## src/rtl/salc_pkg.sv

```systemverilog
// ----------------------------------------------------------------------------
// salc_pkg
// Shared types and codes of the set-associative LRU cache tag unit.
// ----------------------------------------------------------------------------
`default_nettype none

package salc_pkg;

	// Fixed field widths
	localparam int ADDR_W     = 64;
	localparam int MODE_W     = 2;
	localparam int OUTC_W     = 2;
	localparam int TOTAL_W    = 32;
	localparam int APB_ADDR_W = 4;
	localparam int APB_DATA_W = 32;

	// Access modes; any mode at or above modify makes two accesses
	localparam logic [MODE_W-1:0] MODE_MODIFY = 2'd2;

	// Outcome codes
	localparam logic [OUTC_W-1:0] OUT_HIT   = 2'd0;
	localparam logic [OUTC_W-1:0] OUT_MISS  = 2'd1;
	localparam logic [OUTC_W-1:0] OUT_EVICT = 2'd2;

	// Register indexes (byte address 4 * index)
	localparam logic [1:0] REG_SET_BITS   = 2'd0;
	localparam logic [1:0] REG_BLOCK_BITS = 2'd1;
	localparam logic [1:0] REG_WAYS       = 2'd2;

	typedef struct packed {
		logic [2:0] set_bits;
		logic [4:0] block_bits;
		logic [3:0] ways;
	} cfg_t;

	// Controller to datapath commands
	typedef struct packed {
		logic capture;  // take the incoming word, work out set and tag
		logic read;     // read the set row
		logic update;   // look up, write the row back, load the result
		logic last;     // result closes the input word
	} cmd_t;

endpackage

`default_nettype wire

```

## src/rtl/salc_regs.sv

```systemverilog
// ----------------------------------------------------------------------------
// salc_regs
// Configuration registers behind an APB-style port; flags a line flush on
// every write to a known register.
// ----------------------------------------------------------------------------
`default_nettype none

module salc_regs (
	input  wire logic                             clk,
	input  wire logic                             arst_n,
	input  wire logic                             psel,
	input  wire logic                             penable,
	input  wire logic                             pwrite,
	input  wire logic [salc_pkg::APB_ADDR_W-1:0]  paddr,
	input  wire logic [salc_pkg::APB_DATA_W-1:0]  pwdata,
	output logic      [salc_pkg::APB_DATA_W-1:0]  prdata,
	output logic                                  pready,
	output salc_pkg::cfg_t                        cfg,
	output logic                                  flush
);
	import salc_pkg::*;

	logic [1:0] idx;
	logic       wr;
	logic [2:0] set_bits_q;
	logic [4:0] block_bits_q;
	logic [3:0] ways_q;

	assign pready = 1'b1;
	assign idx    = paddr[3:2];
	assign wr     = psel && penable && pwrite && pready;
	assign flush  = wr && (idx == REG_SET_BITS || idx == REG_BLOCK_BITS || idx == REG_WAYS);

	// Write registers
	always_ff @(posedge clk or negedge arst_n) begin
		if (!arst_n) begin
			set_bits_q   <= 3'd0;
			block_bits_q <= 5'd0;
			ways_q       <= 4'd1;
		end else if (wr) begin
			case (idx)
				REG_SET_BITS:   set_bits_q   <= pwdata[2:0];
				REG_BLOCK_BITS: block_bits_q <= pwdata[4:0];
				REG_WAYS:       ways_q       <= pwdata[3:0];
				default: ;
			endcase
		end
	end

	// Read back
	always_comb begin
		case (idx)
			REG_SET_BITS:   prdata = APB_DATA_W'(set_bits_q);
			REG_BLOCK_BITS: prdata = APB_DATA_W'(block_bits_q);
			REG_WAYS:       prdata = APB_DATA_W'(ways_q);
			default:        prdata = '0;
		endcase
	end

	assign cfg.set_bits   = set_bits_q;
	assign cfg.block_bits = block_bits_q;
	assign cfg.ways       = ways_q;

endmodule

`default_nettype wire

```

## config.mk

```make
export PLATFORM = sky130hd
export DESIGN_NAME = salc_regs
export DESIGN_NICKNAME = d
export VERILOG_FILES = /design/src/rtl/salc_pkg.sv /design/src/rtl/salc_regs.sv
export SDC_FILE = /design/constraint.sdc
export NUM_CORES = 1
export LEC_CHECK = 0
export BUFFER_PORTS_ARGS = -buffer_cell sky130_fd_sc_hd__buf_2
export CORE_UTILIZATION = 31
export CTS_BUF_LIST = sky130_fd_sc_hd__clkbuf_16
export CTS_CLUSTER_SIZE = 28
export DETAILED_ROUTE_END_ITERATION = 16
export PLACE_DENSITY = 0.84
export SYNTH_ARGS = -nofsm -noshare
export SYNTH_HDL_FRONTEND = slang
export SYNTH_SLANG_ARGS = --single-unit
```

## constraint.sdc

```tcl
create_clock -name clk -period 0.8 [get_ports clk]
set_clock_uncertainty 0.05 [all_clocks]
set_input_delay 0.04 -clock clk [delete_from_list [all_inputs] [get_ports clk]]
set_output_delay 0.04 -clock clk [all_outputs]
set_load 0.01 [all_outputs]
```

## After elaboration in Yosys (flattened, before gate mapping)

Cells that the tools add are included.

| word-level totals | value |
|---|---|
| input bits | 41 |
| bits in registers | 12 |
| bits in latches | 0 |
| memories kept | 0 |
| bits in writable memories | 0 |
| bits in read-only memories | 0 |

| cells by class | value |
|---|---|
| reduce and logical (&&, ||, !) cells | 9 |
| multiplexer cells | 1 |
| $add $sub $neg | 0 |
| equality and inequality tests | 2 |
| divide/modulo/power cells | 0 |
| multipliers | 0 |
| bitwise logic cells | 0 |
| $lt $le $gt $ge | 0 |
| shift-type cells | 0 |

Operator list:

| operator | number |
|---|---|
| $pmux W5 S3 | 1 |
| $reduce_and A2 Y1 | 3 |
| $logic_and A1 B1 Y1 | 3 |
| $eq A2 B1 Y1 const B | 1 |
| $eq A2 B2 Y1 const B | 1 |
| $logic_not A2 Y1 | 1 |
| $logic_or A1 B1 Y1 | 2 |

## Logic depth before layout (Yosys ltp)

| logic depth | value |
|---|---|
| word-level depth | 4 |
| depth in mapped cells | 4 |

## Worst setup path after synthesis

OpenSTA, ideal clock, no wires.

| timing | value |
|---|---|
| path kind | input -> register |
| from | input paddr[3] (netlist bit) |
| to | register ways_q[1] |
| slack | -0.275 ns |
| buffers on the path | 1 |
| library setup time | 0.125 ns |
| arrival time | 0.900 ns |
| cell stages on the path | 3 |
| cells stage by stage | buf_4 -> or3b_4 -> mux2_4 |

| on the way | value |
|---|---|
| longest elaborated chain between the ends | 2 |

RTL lines:

| item | RTL line | RTL |
|---|---|---|
| start: declaration | salc_regs.sv:14 | `input wire logic [salc_pkg::APB_ADDR_W-1:0] paddr,` |
| $eq A2 B2 Y1 | salc_regs.sv:41 | `case (idx)` |
| $reduce_and A2 Y1 (no line) | -- |  |
| end signal: assignment | salc_regs.sv:44 | `REG_WAYS: ways_q <= pwdata[3:0];` |
| end: declaration | salc_regs.sv:27 | `logic [3:0] ways_q;` |

Every way passes these cells.
A chain may end at the register's enable or synchronous reset.

## Final worst setup path

| timing | value |
|---|---|
| from | register ways_q[0] |
| to | output prdata[0] (netlist bit) |

| on the way | value |
|---|---|
| longest elaborated chain between the ends | 1 |

RTL lines:

| item | RTL line | RTL |
|---|---|---|
| $pmux W5 S3 | salc_regs.sv:52 | `case (idx)` |
| end: declaration | salc_regs.sv:16 | `output logic [salc_pkg::APB_DATA_W-1:0] prdata,` |

Every way passes these cells.

==> impl_metrics.ini <==
[synth]
syn_area_um2 = 802
synth.top_cell.area_share_pct = 34.3
ys_ff_latch = 12
syn_avg_cell_area_um2 = 10.8
yosysUniqueCellTypes = 16
synth_top_cells_by_area = dfrtp_1 34%, buf_4 27%, mux2_2 11%, mux2_4 7.5%, mux2i_1 3.7%
seq_area_frac_synth_pct = 37.6
synthCells = 74
yosysWarnings = 0
synth_top_area_cell = dfrtp_1

[clock_network]
cts_tree = yes
clkLatencyLatePin_ns = 0.24
cts_num_sinks = 12
root_buffer = clkbuf_16
cts_inserted_buffers = 3
ctsHoldBuffers = 1
path_clk_slew_ns = 0.04
htreeDepth = 1
cts_buffer_depth = 2

[worst_hold_path]
worstHoldPathType = input pin to flip-flop

[drt]
ant_nets = 0
vias = 624
detail_route.wl_per_cell_um = 12.1
via_per_inst = 4.16
drt_iter0_markers = 9
wirelength_um = 1810
drc = 0
dr.pass1.iters = 3

[floorplan]
die_h_um = 52.9
io_pins = 87
rows = 18
die-area_mm2 = 0.00279
chipWidth_um = 52.9
start_util_pct = 32.7
coreArea_mm2 = 0.00245

[global_routing]
grt_use_met1_pct = 13.7
busiest_layer = met2
gr-usage-all-layers_pct = 14.0
grtUsageMet2_pct = 25.7
grt_max_degree = 13
antenna_found_initial = 0
grt_overflow = 0
gr-usage-met3_pct = 3.45
grt_first_pass_wirelength_um = 2660
grt_pass1_vias = 605

[cells_and_area]
post-route-util_pct = 48.3
fin_nets = 162
drive_gt1_share_pct = 54.2
stdcell_area_mm2 = 0.00119
area_delta_synth_final_pct = 47.9
final_cells = 150
diodes = 0
final_cell_mix = 28 x conb_1, 21 x buf_2, 15 x buf_6, 11 x dfrtp_1, 10 x mux2_4
layout_commonest_cell = conb_1

[critical_path]
worstSetupPathType = flip-flop to output pin
arrival_ns = 1.07
startpoint_type = flip-flop
end_kind = output pin
cp.required_ns = 0.71
crit_fanout = 2

[power_and_ir_drop]
switchingPower_uw = 794
clkPwrFrac_pct = 32.9
p_int_mw = 2.00
pwr-share-comb_pct = 35.8
irDropWorstVdd_mv = 1.30
p_total_mw = 2.80
p_per_area_mw_per_mm2 = 2360
p_leak_nw = 0.640
seq_power_share_pct = 31.3
p_sw_share_pct = 28.4

[timing]
fmax_mhz = 859
finalCriticalPeriod_ns = 1.16
setup_viol = 29
hold_viol_final = 1
holdWs_ns = -0.0160
maxSlewViolCount = 0
rsz0062_at_grt = yes
min_period_over_period_pct = 145
fin_ws_ns = -0.364

[placed_design]
place_area_um2 = 965
place_inst = 139
dp_hpwl_um = 1180
place_congestion = 0.797
port_buffers = 29

[status]
violations = hold timing, setup timing
outcome = complete, but fails checks

[job]
max-cap-violations = 0
state kept, by name, summed over array words and instances, names as in the netlist:
signal and count:
set_bits_q 3, ways_q 4, block_bits_q 5
final timing paths:
path / start / end / slack (ns) / cells after the start
worst max register to register: ways_q[2] / ways_q[2] / -0.15 / 2
worst min register to register: set_bits_q[2] / set_bits_q[2] / 0.48 / 1
worst max-delay path: ways_q[0] / prdata[0] / -0.36 / 3
min in group asynchronous: arst_n / set_bits_q[1] / 0.16 / 2
worst min-delay path: pwdata[4] / block_bits_q[4] / -0.02 / 2
max in group asynchronous: arst_n / ways_q[0] / 0.27 / 2
worst max-delay path, cell delays in order (launching register included):
cell     delay, ns
dfstp_2       0.52
mux2i_1       0.07
o21ai_1       0.11
buf_2         0.14
cells by family after synthesis:
group,synth area share (%)
compound gates,3.12
buf+inv,27.1
flops,37.6
mux,22.5
other cells,0.936
simple gates,8.74
final cells by class:
type | instances | area, um2
clock buffer | 3 | 75.1
clock inverter | 1 | 3.75
fill | 202 | 1270
multi-input combinational | 59 | 424
sequential | 12 | 302
tap | 30 | 37.5
timing repair buffer | 45 | 344
power by group through the flow:
stage	clock network [mW]	registers [mW]	logic, mW
finish	0.921	0.875	1.00
global placement	0	0.868	0.719
detailed placement	0	0.878	0.730
CTS	0.917	0.867	0.945
floorplan	0	0.932	0.455
global route	0.951	0.895	1.08
Yosys cell counts:
cell type and number:
dfstp_2 1, buf_4 29, or3b_4 1, o21ai_0 4
conb_1 2, nor3b_2 1, mux2_2 8, nor3_1 1
a21oi_1 1, mux2i_1 3, and2_1 1, mux2_4 4
nor2b_1 1, dfrtp_1 11, nand2_1 5, nand3_2 1
routing by layer:
layer  vias up  routed length [um]
met5         -                   0
met4         0                  53
met3         6                 106
met2        42                 999
met1       294                 655
li1        282                   -
metrics by stage:
step | setup slack [ns] | TNS, ns | hold WS (ns)
6_report | -0.364 | -3.77 | -0.0160
5_1_grt | -0.404 | -4.44 | -0.000462
4_1_cts | -0.353 | -3.43 | -0.0112
3_5_place_dp | -0.362 | -5.06 | -0.119
3_3_place_gp | -0.335 | -4.84 | -0.124
2_1_floorplan | -0.226 | -2.46 | -0.306
what timing repair did:
item                       CTS  global route
hold endpoints to repair    13             1
resized for setup           14             6
pin swaps                    2             5
setup endpoints to repair   29            29
buffers inserted             5             3
cloned                       0             0
Note: power is estimated with default switching activity, not from simulation.
