===== src/rtl/salc_pkg.sv =====
// ----------------------------------------------------------------------------
// salc_pkg
// Shared types and codes of the set-associative LRU cache tag unit.
// ----------------------------------------------------------------------------
`default_nettype none

package salc_pkg;

	// Fixed field widths
	localparam int ADDR_W     = 64;
	localparam int MODE_W     = 2;
	localparam int OUTC_W     = 2;
	localparam int TOTAL_W    = 32;
	localparam int APB_ADDR_W = 4;
	localparam int APB_DATA_W = 32;

	// Access modes; any mode at or above modify makes two accesses
	localparam logic [MODE_W-1:0] MODE_MODIFY = 2'd2;

	// Outcome codes
	localparam logic [OUTC_W-1:0] OUT_HIT   = 2'd0;
	localparam logic [OUTC_W-1:0] OUT_MISS  = 2'd1;
	localparam logic [OUTC_W-1:0] OUT_EVICT = 2'd2;

	// Register indexes (byte address 4 * index)
	localparam logic [1:0] REG_SET_BITS   = 2'd0;
	localparam logic [1:0] REG_BLOCK_BITS = 2'd1;
	localparam logic [1:0] REG_WAYS       = 2'd2;

	typedef struct packed {
		logic [2:0] set_bits;
		logic [4:0] block_bits;
		logic [3:0] ways;
	} cfg_t;

	// Controller to datapath commands
	typedef struct packed {
		logic capture;  // take the incoming word, work out set and tag
		logic read;     // read the set row
		logic update;   // look up, write the row back, load the result
		logic last;     // result closes the input word
	} cmd_t;

endpackage

`default_nettype wire


===== src/rtl/salc_ctrl.sv =====
// ----------------------------------------------------------------------------
// salc_ctrl
// Sequencer: accepts one word, runs one or two set read/update passes and
// owns the result valid flag.
// ----------------------------------------------------------------------------
`default_nettype none

module salc_ctrl (
	input  wire logic                           clk,
	input  wire logic                           arst_n,
	input  wire logic                           s_tvalid,
	output logic                                s_tready,
	input  wire logic [salc_pkg::MODE_W-1:0]    s_tuser,
	output logic                                m_tvalid,
	input  wire logic                           m_tready,
	output salc_pkg::cmd_t                      cmd
);
	import salc_pkg::*;

	typedef enum logic [1:0] {
		ST_IDLE,
		ST_READ,
		ST_LOOKUP
	} state_t;

	state_t state_q;
	logic   second_q;
	logic   m_tvalid_q;
	logic   out_free;

	assign out_free = !m_tvalid_q || m_tready;
	assign s_tready = (state_q == ST_IDLE);
	assign m_tvalid = m_tvalid_q;

	// Decode commands
	always_comb begin
		cmd         = '0;
		cmd.capture = (state_q == ST_IDLE) && s_tvalid;
		cmd.read    = (state_q == ST_READ);
		cmd.update  = (state_q == ST_LOOKUP) && out_free;
		cmd.last    = !second_q;
	end

	// Advance state, hold the result valid flag
	always_ff @(posedge clk or negedge arst_n) begin
		if (!arst_n) begin
			state_q    <= ST_IDLE;
			second_q   <= 1'b0;
			m_tvalid_q <= 1'b0;
		end else begin
			// raise valid on each update, drop it once the word is taken
			if ((state_q == ST_LOOKUP) && out_free)
				m_tvalid_q <= 1'b1;
			else if (m_tready)
				m_tvalid_q <= 1'b0;
			case (state_q)
				ST_IDLE: begin
					if (s_tvalid) begin
						second_q <= (s_tuser >= MODE_MODIFY);
						state_q  <= ST_READ;
					end
				end
				ST_READ: begin
					state_q <= ST_LOOKUP;
				end
				ST_LOOKUP: begin
					if (out_free) begin
						if (second_q) begin
							second_q <= 1'b0;
							state_q  <= ST_READ;
						end else begin
							state_q <= ST_IDLE;
						end
					end
				end
				default: state_q <= ST_IDLE;
			endcase
		end
	end

endmodule

`default_nettype wire


===== config.mk =====
export PLATFORM = sky130hd
export DESIGN_NAME = salc_ctrl
export DESIGN_NICKNAME = d
export VERILOG_FILES = /design/src/rtl/salc_pkg.sv /design/src/rtl/salc_ctrl.sv
export SDC_FILE = /design/constraint.sdc
export NUM_CORES = 1
export LEC_CHECK = 0
export BUFFER_PORTS_ARGS = -buffer_cell sky130_fd_sc_hd__buf_2
export CELL_PAD_IN_SITES_DETAIL_PLACEMENT = 1
export CELL_PAD_IN_SITES_GLOBAL_PLACEMENT = 2
export CORE_AREA = 2 2 39 41
export DETAILED_ROUTE_END_ITERATION = 10
export DIE_AREA = 0 0 41 43
export PLACE_DENSITY = 0.57
export REMOVE_ABC_BUFFERS = 1
export SYNTH_ARGS = -nofsm -noshare
export SYNTH_HDL_FRONTEND = slang
export SYNTH_SLANG_ARGS = --single-unit

===== constraint.sdc =====
create_clock -name clk -period 0.8 [get_ports clk]
set_input_delay 0 -clock clk [delete_from_list [all_inputs] [get_ports clk]]
set_output_delay 0 -clock clk [all_outputs]
set_load 0.1 [all_outputs]

Word-level counts from Yosys, hierarchy flattened
Cells that the tools add are included.

storage, ports and cells
  flip-flop bits (word level) = 4
  latch bits = 0
  memory bits (writable) = 0
  ROM bits = 0
  output and inout port bits = 6
  word-level logic and storage cells = 27
  memories = 0

operators by class
  $add $sub $neg = 0
  multiply operators = 0
  divide/modulo/power cells = 0
  magnitude comparators = 1
  eq/ne operators = 4
  shift-type cells = 0
  mux-type cells = 9
  bitwise logic cells = 0
  reductions and logical operators = 10

operators by type and width
  kind                count
  $pmux 2 s3          1
  $mux 1              5
  $mux 2              2
  $ne 2x2->1 const B  2
  $reduce_bool 2->1   2
  $reduce_and 3->1    1
  $eq 2x1->1 const B  1
  $eq 2x2->1 const B  1
  $ge 2x2->1 const B  1
  $logic_and 1x1->1   2
  $logic_not 1->1     2
  $logic_not 2->1     1
  $pmux 1 s2          1
  $reduce_and 2->1    1
  $logic_or 1x1->1    1

Logic depth before layout (Yosys ltp)
  word-level depth = 4
  depth in mapped cells = 3
  mapped depth without buffers = 3

Worst setup path before layout
Ideal clock, no wire load.

  path type = reg-to-output
  from = reg state_q[1]
  to = out cmd[3] (netlist bit)
  arrival time = 2.640 ns
  required time = 0.800 ns
  path slack = -1.840 ns
  cell stages (with the launch flop) = 3
  buffers on the path = 0
  cells stage by stage = dfrtp_1 -> nor2_1 -> and2_1

RTL lines
  item                    RTL line         source
  start, declared         salc_ctrl.sv:26  state_t state_q;
  start signal, assigned  salc_ctrl.sv:47  state_q <= ST_IDLE;
  start signal, assigned  salc_ctrl.sv:60  state_q <= ST_READ;
  start signal, assigned  salc_ctrl.sv:64  state_q <= ST_LOOKUP;
  end, declared           salc_ctrl.sv:16  output salc_pkg::cmd_t cmd

==> impl_results.rst <==
.. list-table::
   :header-rows: 1

   * - Metric
     - Value
   * - Standard-cell row count
     - 14
   * - Max Freq
     - ~0.89 GHz
   * - Setup-failing EPs final
     - 10
   * - Clk pin slew, worst setup/hold paths
     - 40 ps
   * - TritonCTS clock tree
     - done
   * - Average cell area after synthesis
     - 8.82 um^2
   * - Worst hold margin
     - 36.3 ps
   * - WL final
     - 726 um
   * - Starting utilization of the core area
     - 0.140
   * - Ordered list of cells on the worst path
     - nor2_4 > and2_4 > buf_12
   * - Setup slack, reg-to-reg
     - -270 ps
   * - Cell area after synthesis
     - about 190 um^2
   * - Total Nets Final
     - 54
   * - Diode count
     - 0
   * - Number of H-tree branching levels
     - 1
   * - Commonest cells in the netlist
     - sky130_fd_sc_hd__dfrtp_1 (4), sky130_fd_sc_hd__nand3_1 (4), sky130_fd_sc_hd__nand2b_1 (3), sky130_fd_sc_hd__nor2_1 (3), sky130_fd_sc_hd__nor2b_1 (2)
   * - Post-route DRC
     - 0
   * - Number of buffers inserted during clock tree synthesis
     - 3
   * - Outcome
     - complete, but fails checks
   * - Sequential-to-total area share from yosys stat
     - 0.516
   * - Synth warnings
     - 0
   * - Register Area
     - between 100 and 150 um^2
   * - Pre-Repair DR Iteration Count
     - 2
   * - Fraction of final layout cells with drive strength greater than 1
     - 0.761
   * - Clock Latency Late Sink
     - 230 ps
   * - Average wire per standard cell
     - 11.7 um
   * - Crit end category
     - output port
   * - Total gr overflow
     - 0
   * - Startpoint types
     - register
   * - Area after DPL
     - 399 um^2
   * - Total global routing track utilization
     - 0.102
   * - Area of the multi-input gates
     - ~130 um^2
   * - Critical Path AT
     - 1120 ps
   * - Number of max-capacitance violations reported
     - 0
   * - Maximum number of pins on one net before global-route repair
     - 5
   * - Die span in x
     - 41 um
   * - 1st-iter DRT viols
     - 3
   * - Fraction of synthesized cell area taken by the top area cell type
     - 0.516
   * - Number of buffers and inverters on the critical path
     - 1
   * - Worst min-delay path class
     - input port to register
   * - Gp weighted congestion
     - between 0.7 and 0.8
   * - Post-DP HPWL
     - 465 um
   * - Root cell of the clock tree
     - sky130_fd_sc_hd__clkbuf_4
   * - Most area-consuming cells after synthesis
     - sky130_fd_sc_hd__dfrtp_1 (52%), sky130_fd_sc_hd__nand3_1 (10%), sky130_fd_sc_hd__nand2b_1 (9.7%)
   * - Vert. Die Dim
     - 43 um
   * - Core Box Area
     - 0.00138 mm^2
   * - Num ports
     - 12
   * - Clock Skews
     - roughly 8.5 ps
   * - Worst slack at placement
     - -138 ps
   * - Period utilisation layout
     - 1.40
   * - Number of clock sinks
     - 4
   * - Rel. slew slack
     - 0.882
   * - Number of antenna violations at the first check in global routing
     - 0
   * - Number of I/O port buffers
     - 10
   * - Dominant cell type by area after synthesis
     - sky130_fd_sc_hd__dfrtp_1
   * - Standard cell with the maximum stage delay on the critical path
     - sky130_fd_sc_hd__dfrtp_2
   * - Post-layout worst setup margin
     - -320 ps
   * - Buffer levels on the longest clock path
     - 2
   * - Via count of the first global-routing pass
     - 279
   * - Type of the worst setup path
     - register to output port
   * - Worst path top cell family by delay
     - flip-flops
   * - Number of vias in the routed layout
     - roughly 240
   * - Top flip-flop cell by instance count after synthesis
     - sky130_fd_sc_hd__dfrtp_1
   * - Synth-to-Final Area Change
     - 172%
   * - Antenna viol nets, final
     - 0
   * - Setup repair after global routing missed its margin
     - true
   * - CP max stage delay
     - between 400 and 500 ps
   * - Count of flip-flops with a built-in enable after synthesis
     - 0
   * - Count of cell types in the netlist
     - 11
   * - First-pass GRT wire length
     - 1.12 mm
   * - Avg Vias per Cell
     - 3.94
   * - Cell count after synthesis
     - 22
   * - Total of fill cells in the finished design
     - 159
   * - #FFs+latches synth
     - 4
   * - Violations in the final reports
     - setup timing
   * - Share of flip-flops with an asynchronous set or reset after synthesis
     - 1.00
   * - Die area
     - roughly 0.0018 mm^2
   * - Final Critical Period
     - 1120 ps
   * - Pin slew with the least headroom to its limit
     - 176 ps
   * - Finished layout cell area
     - around 530 um^2
   * - Total count of max-transition violations in the final report
     - 0
   * - Top fanout value on the critical path
     - 4
   * - Number of failing hold endpoints at the final stage
     - 0
   * - Worst endpoint required time
     - 800 ps
metrics by stage:
stage | utilization | TNS (ps) | instances
2_1_floorplan | - | -9150 | 22
3_3_place_gp | 0.288 | -631 | 54
3_5_place_dp | 0.288 | -673 | 54
4_1_cts | 0.366 | -2320 | 61
5_1_grt | 0.381 | -2690 | 62
6_report | 0.381 | -2260 | 62
logic make-up after synthesis:
group,synth area share
compound gates,0.0903
buf+inv,0.0193
flops,0.516
simple gates,0.374
registers in the layout, summed over array words and instances (netlist names):
name / flops
state_q: 2
m_tvalid: 1
second_q: 1
area by class of cell:
class	instances	share of cell area
inverters	1	0.00713
multi-input cells	17	0.254
repair buffers	21	0.463
well taps	16	0.0380
clock buffers	3	0.0428
flip-flops and latches	4	0.195
routing by layer:
layer | track usage | up-vias | share of wire
li1 | - | 122 | -
met1 | 0.0909 | 120 | 0.33
met2 | 0.172 | 2 | 0.65
met3 | 0.0314 | 0 | 0.021
met4 | 0.0800 | 0 | 0
met5 | 0 | - | 0
tightest hold or removal path: cells and delay by family:
kind,cells,cell delay (ps)
buffers and inverters,1,80
and+or+nand+nor,2,160
worst paths after layout:
| check | cells past startpoint | end | start |
|---|---|---|---|
| min in group asynchronous | 2 | state_q[0] | arst_n |
| max in group asynchronous | 2 | state_q[1] | arst_n |
| max reg2reg | 4 | state_q[0] | state_q[1] |
| max | 3 | cmd[3] | state_q[1] |
| min | 3 | second_q | s_tuser[1] |
| min reg2reg | 2 | state_q[0] | state_q[0] |
cells in the final DEF (no fill, tap or decap), types with 2 or more instances in the layout:
master,count
sky130_fd_sc_hd__buf_2,4
sky130_fd_sc_hd__buf_12,6
sky130_fd_sc_hd__dfrtp_1,2
sky130_fd_sc_hd__dfrtp_2,2
sky130_fd_sc_hd__buf_4,5
sky130_fd_sc_hd__nand2b_1,2
sky130_fd_sc_hd__nand3_1,4
sky130_fd_sc_hd__nor2_4,2
sky130_fd_sc_hd__clkbuf_4,3
sky130_fd_sc_hd__buf_6,5
what timing repair did:
| action | CTS | global route |
|---|---|---|
| pin swaps | 4 | 4 |
| hold buffers | 1 | 0 |
| endpoints found under the setup margin | 10 | 10 |
| endpoints found under the hold margin | 4 | 0 |
| resized for setup | 15 | 8 |
| buffers inserted | 3 | 4 |
Power is left out: the tool's default activity adds up to more than one toggle a clock period on the data nets, which glitch-free logic cannot reach.
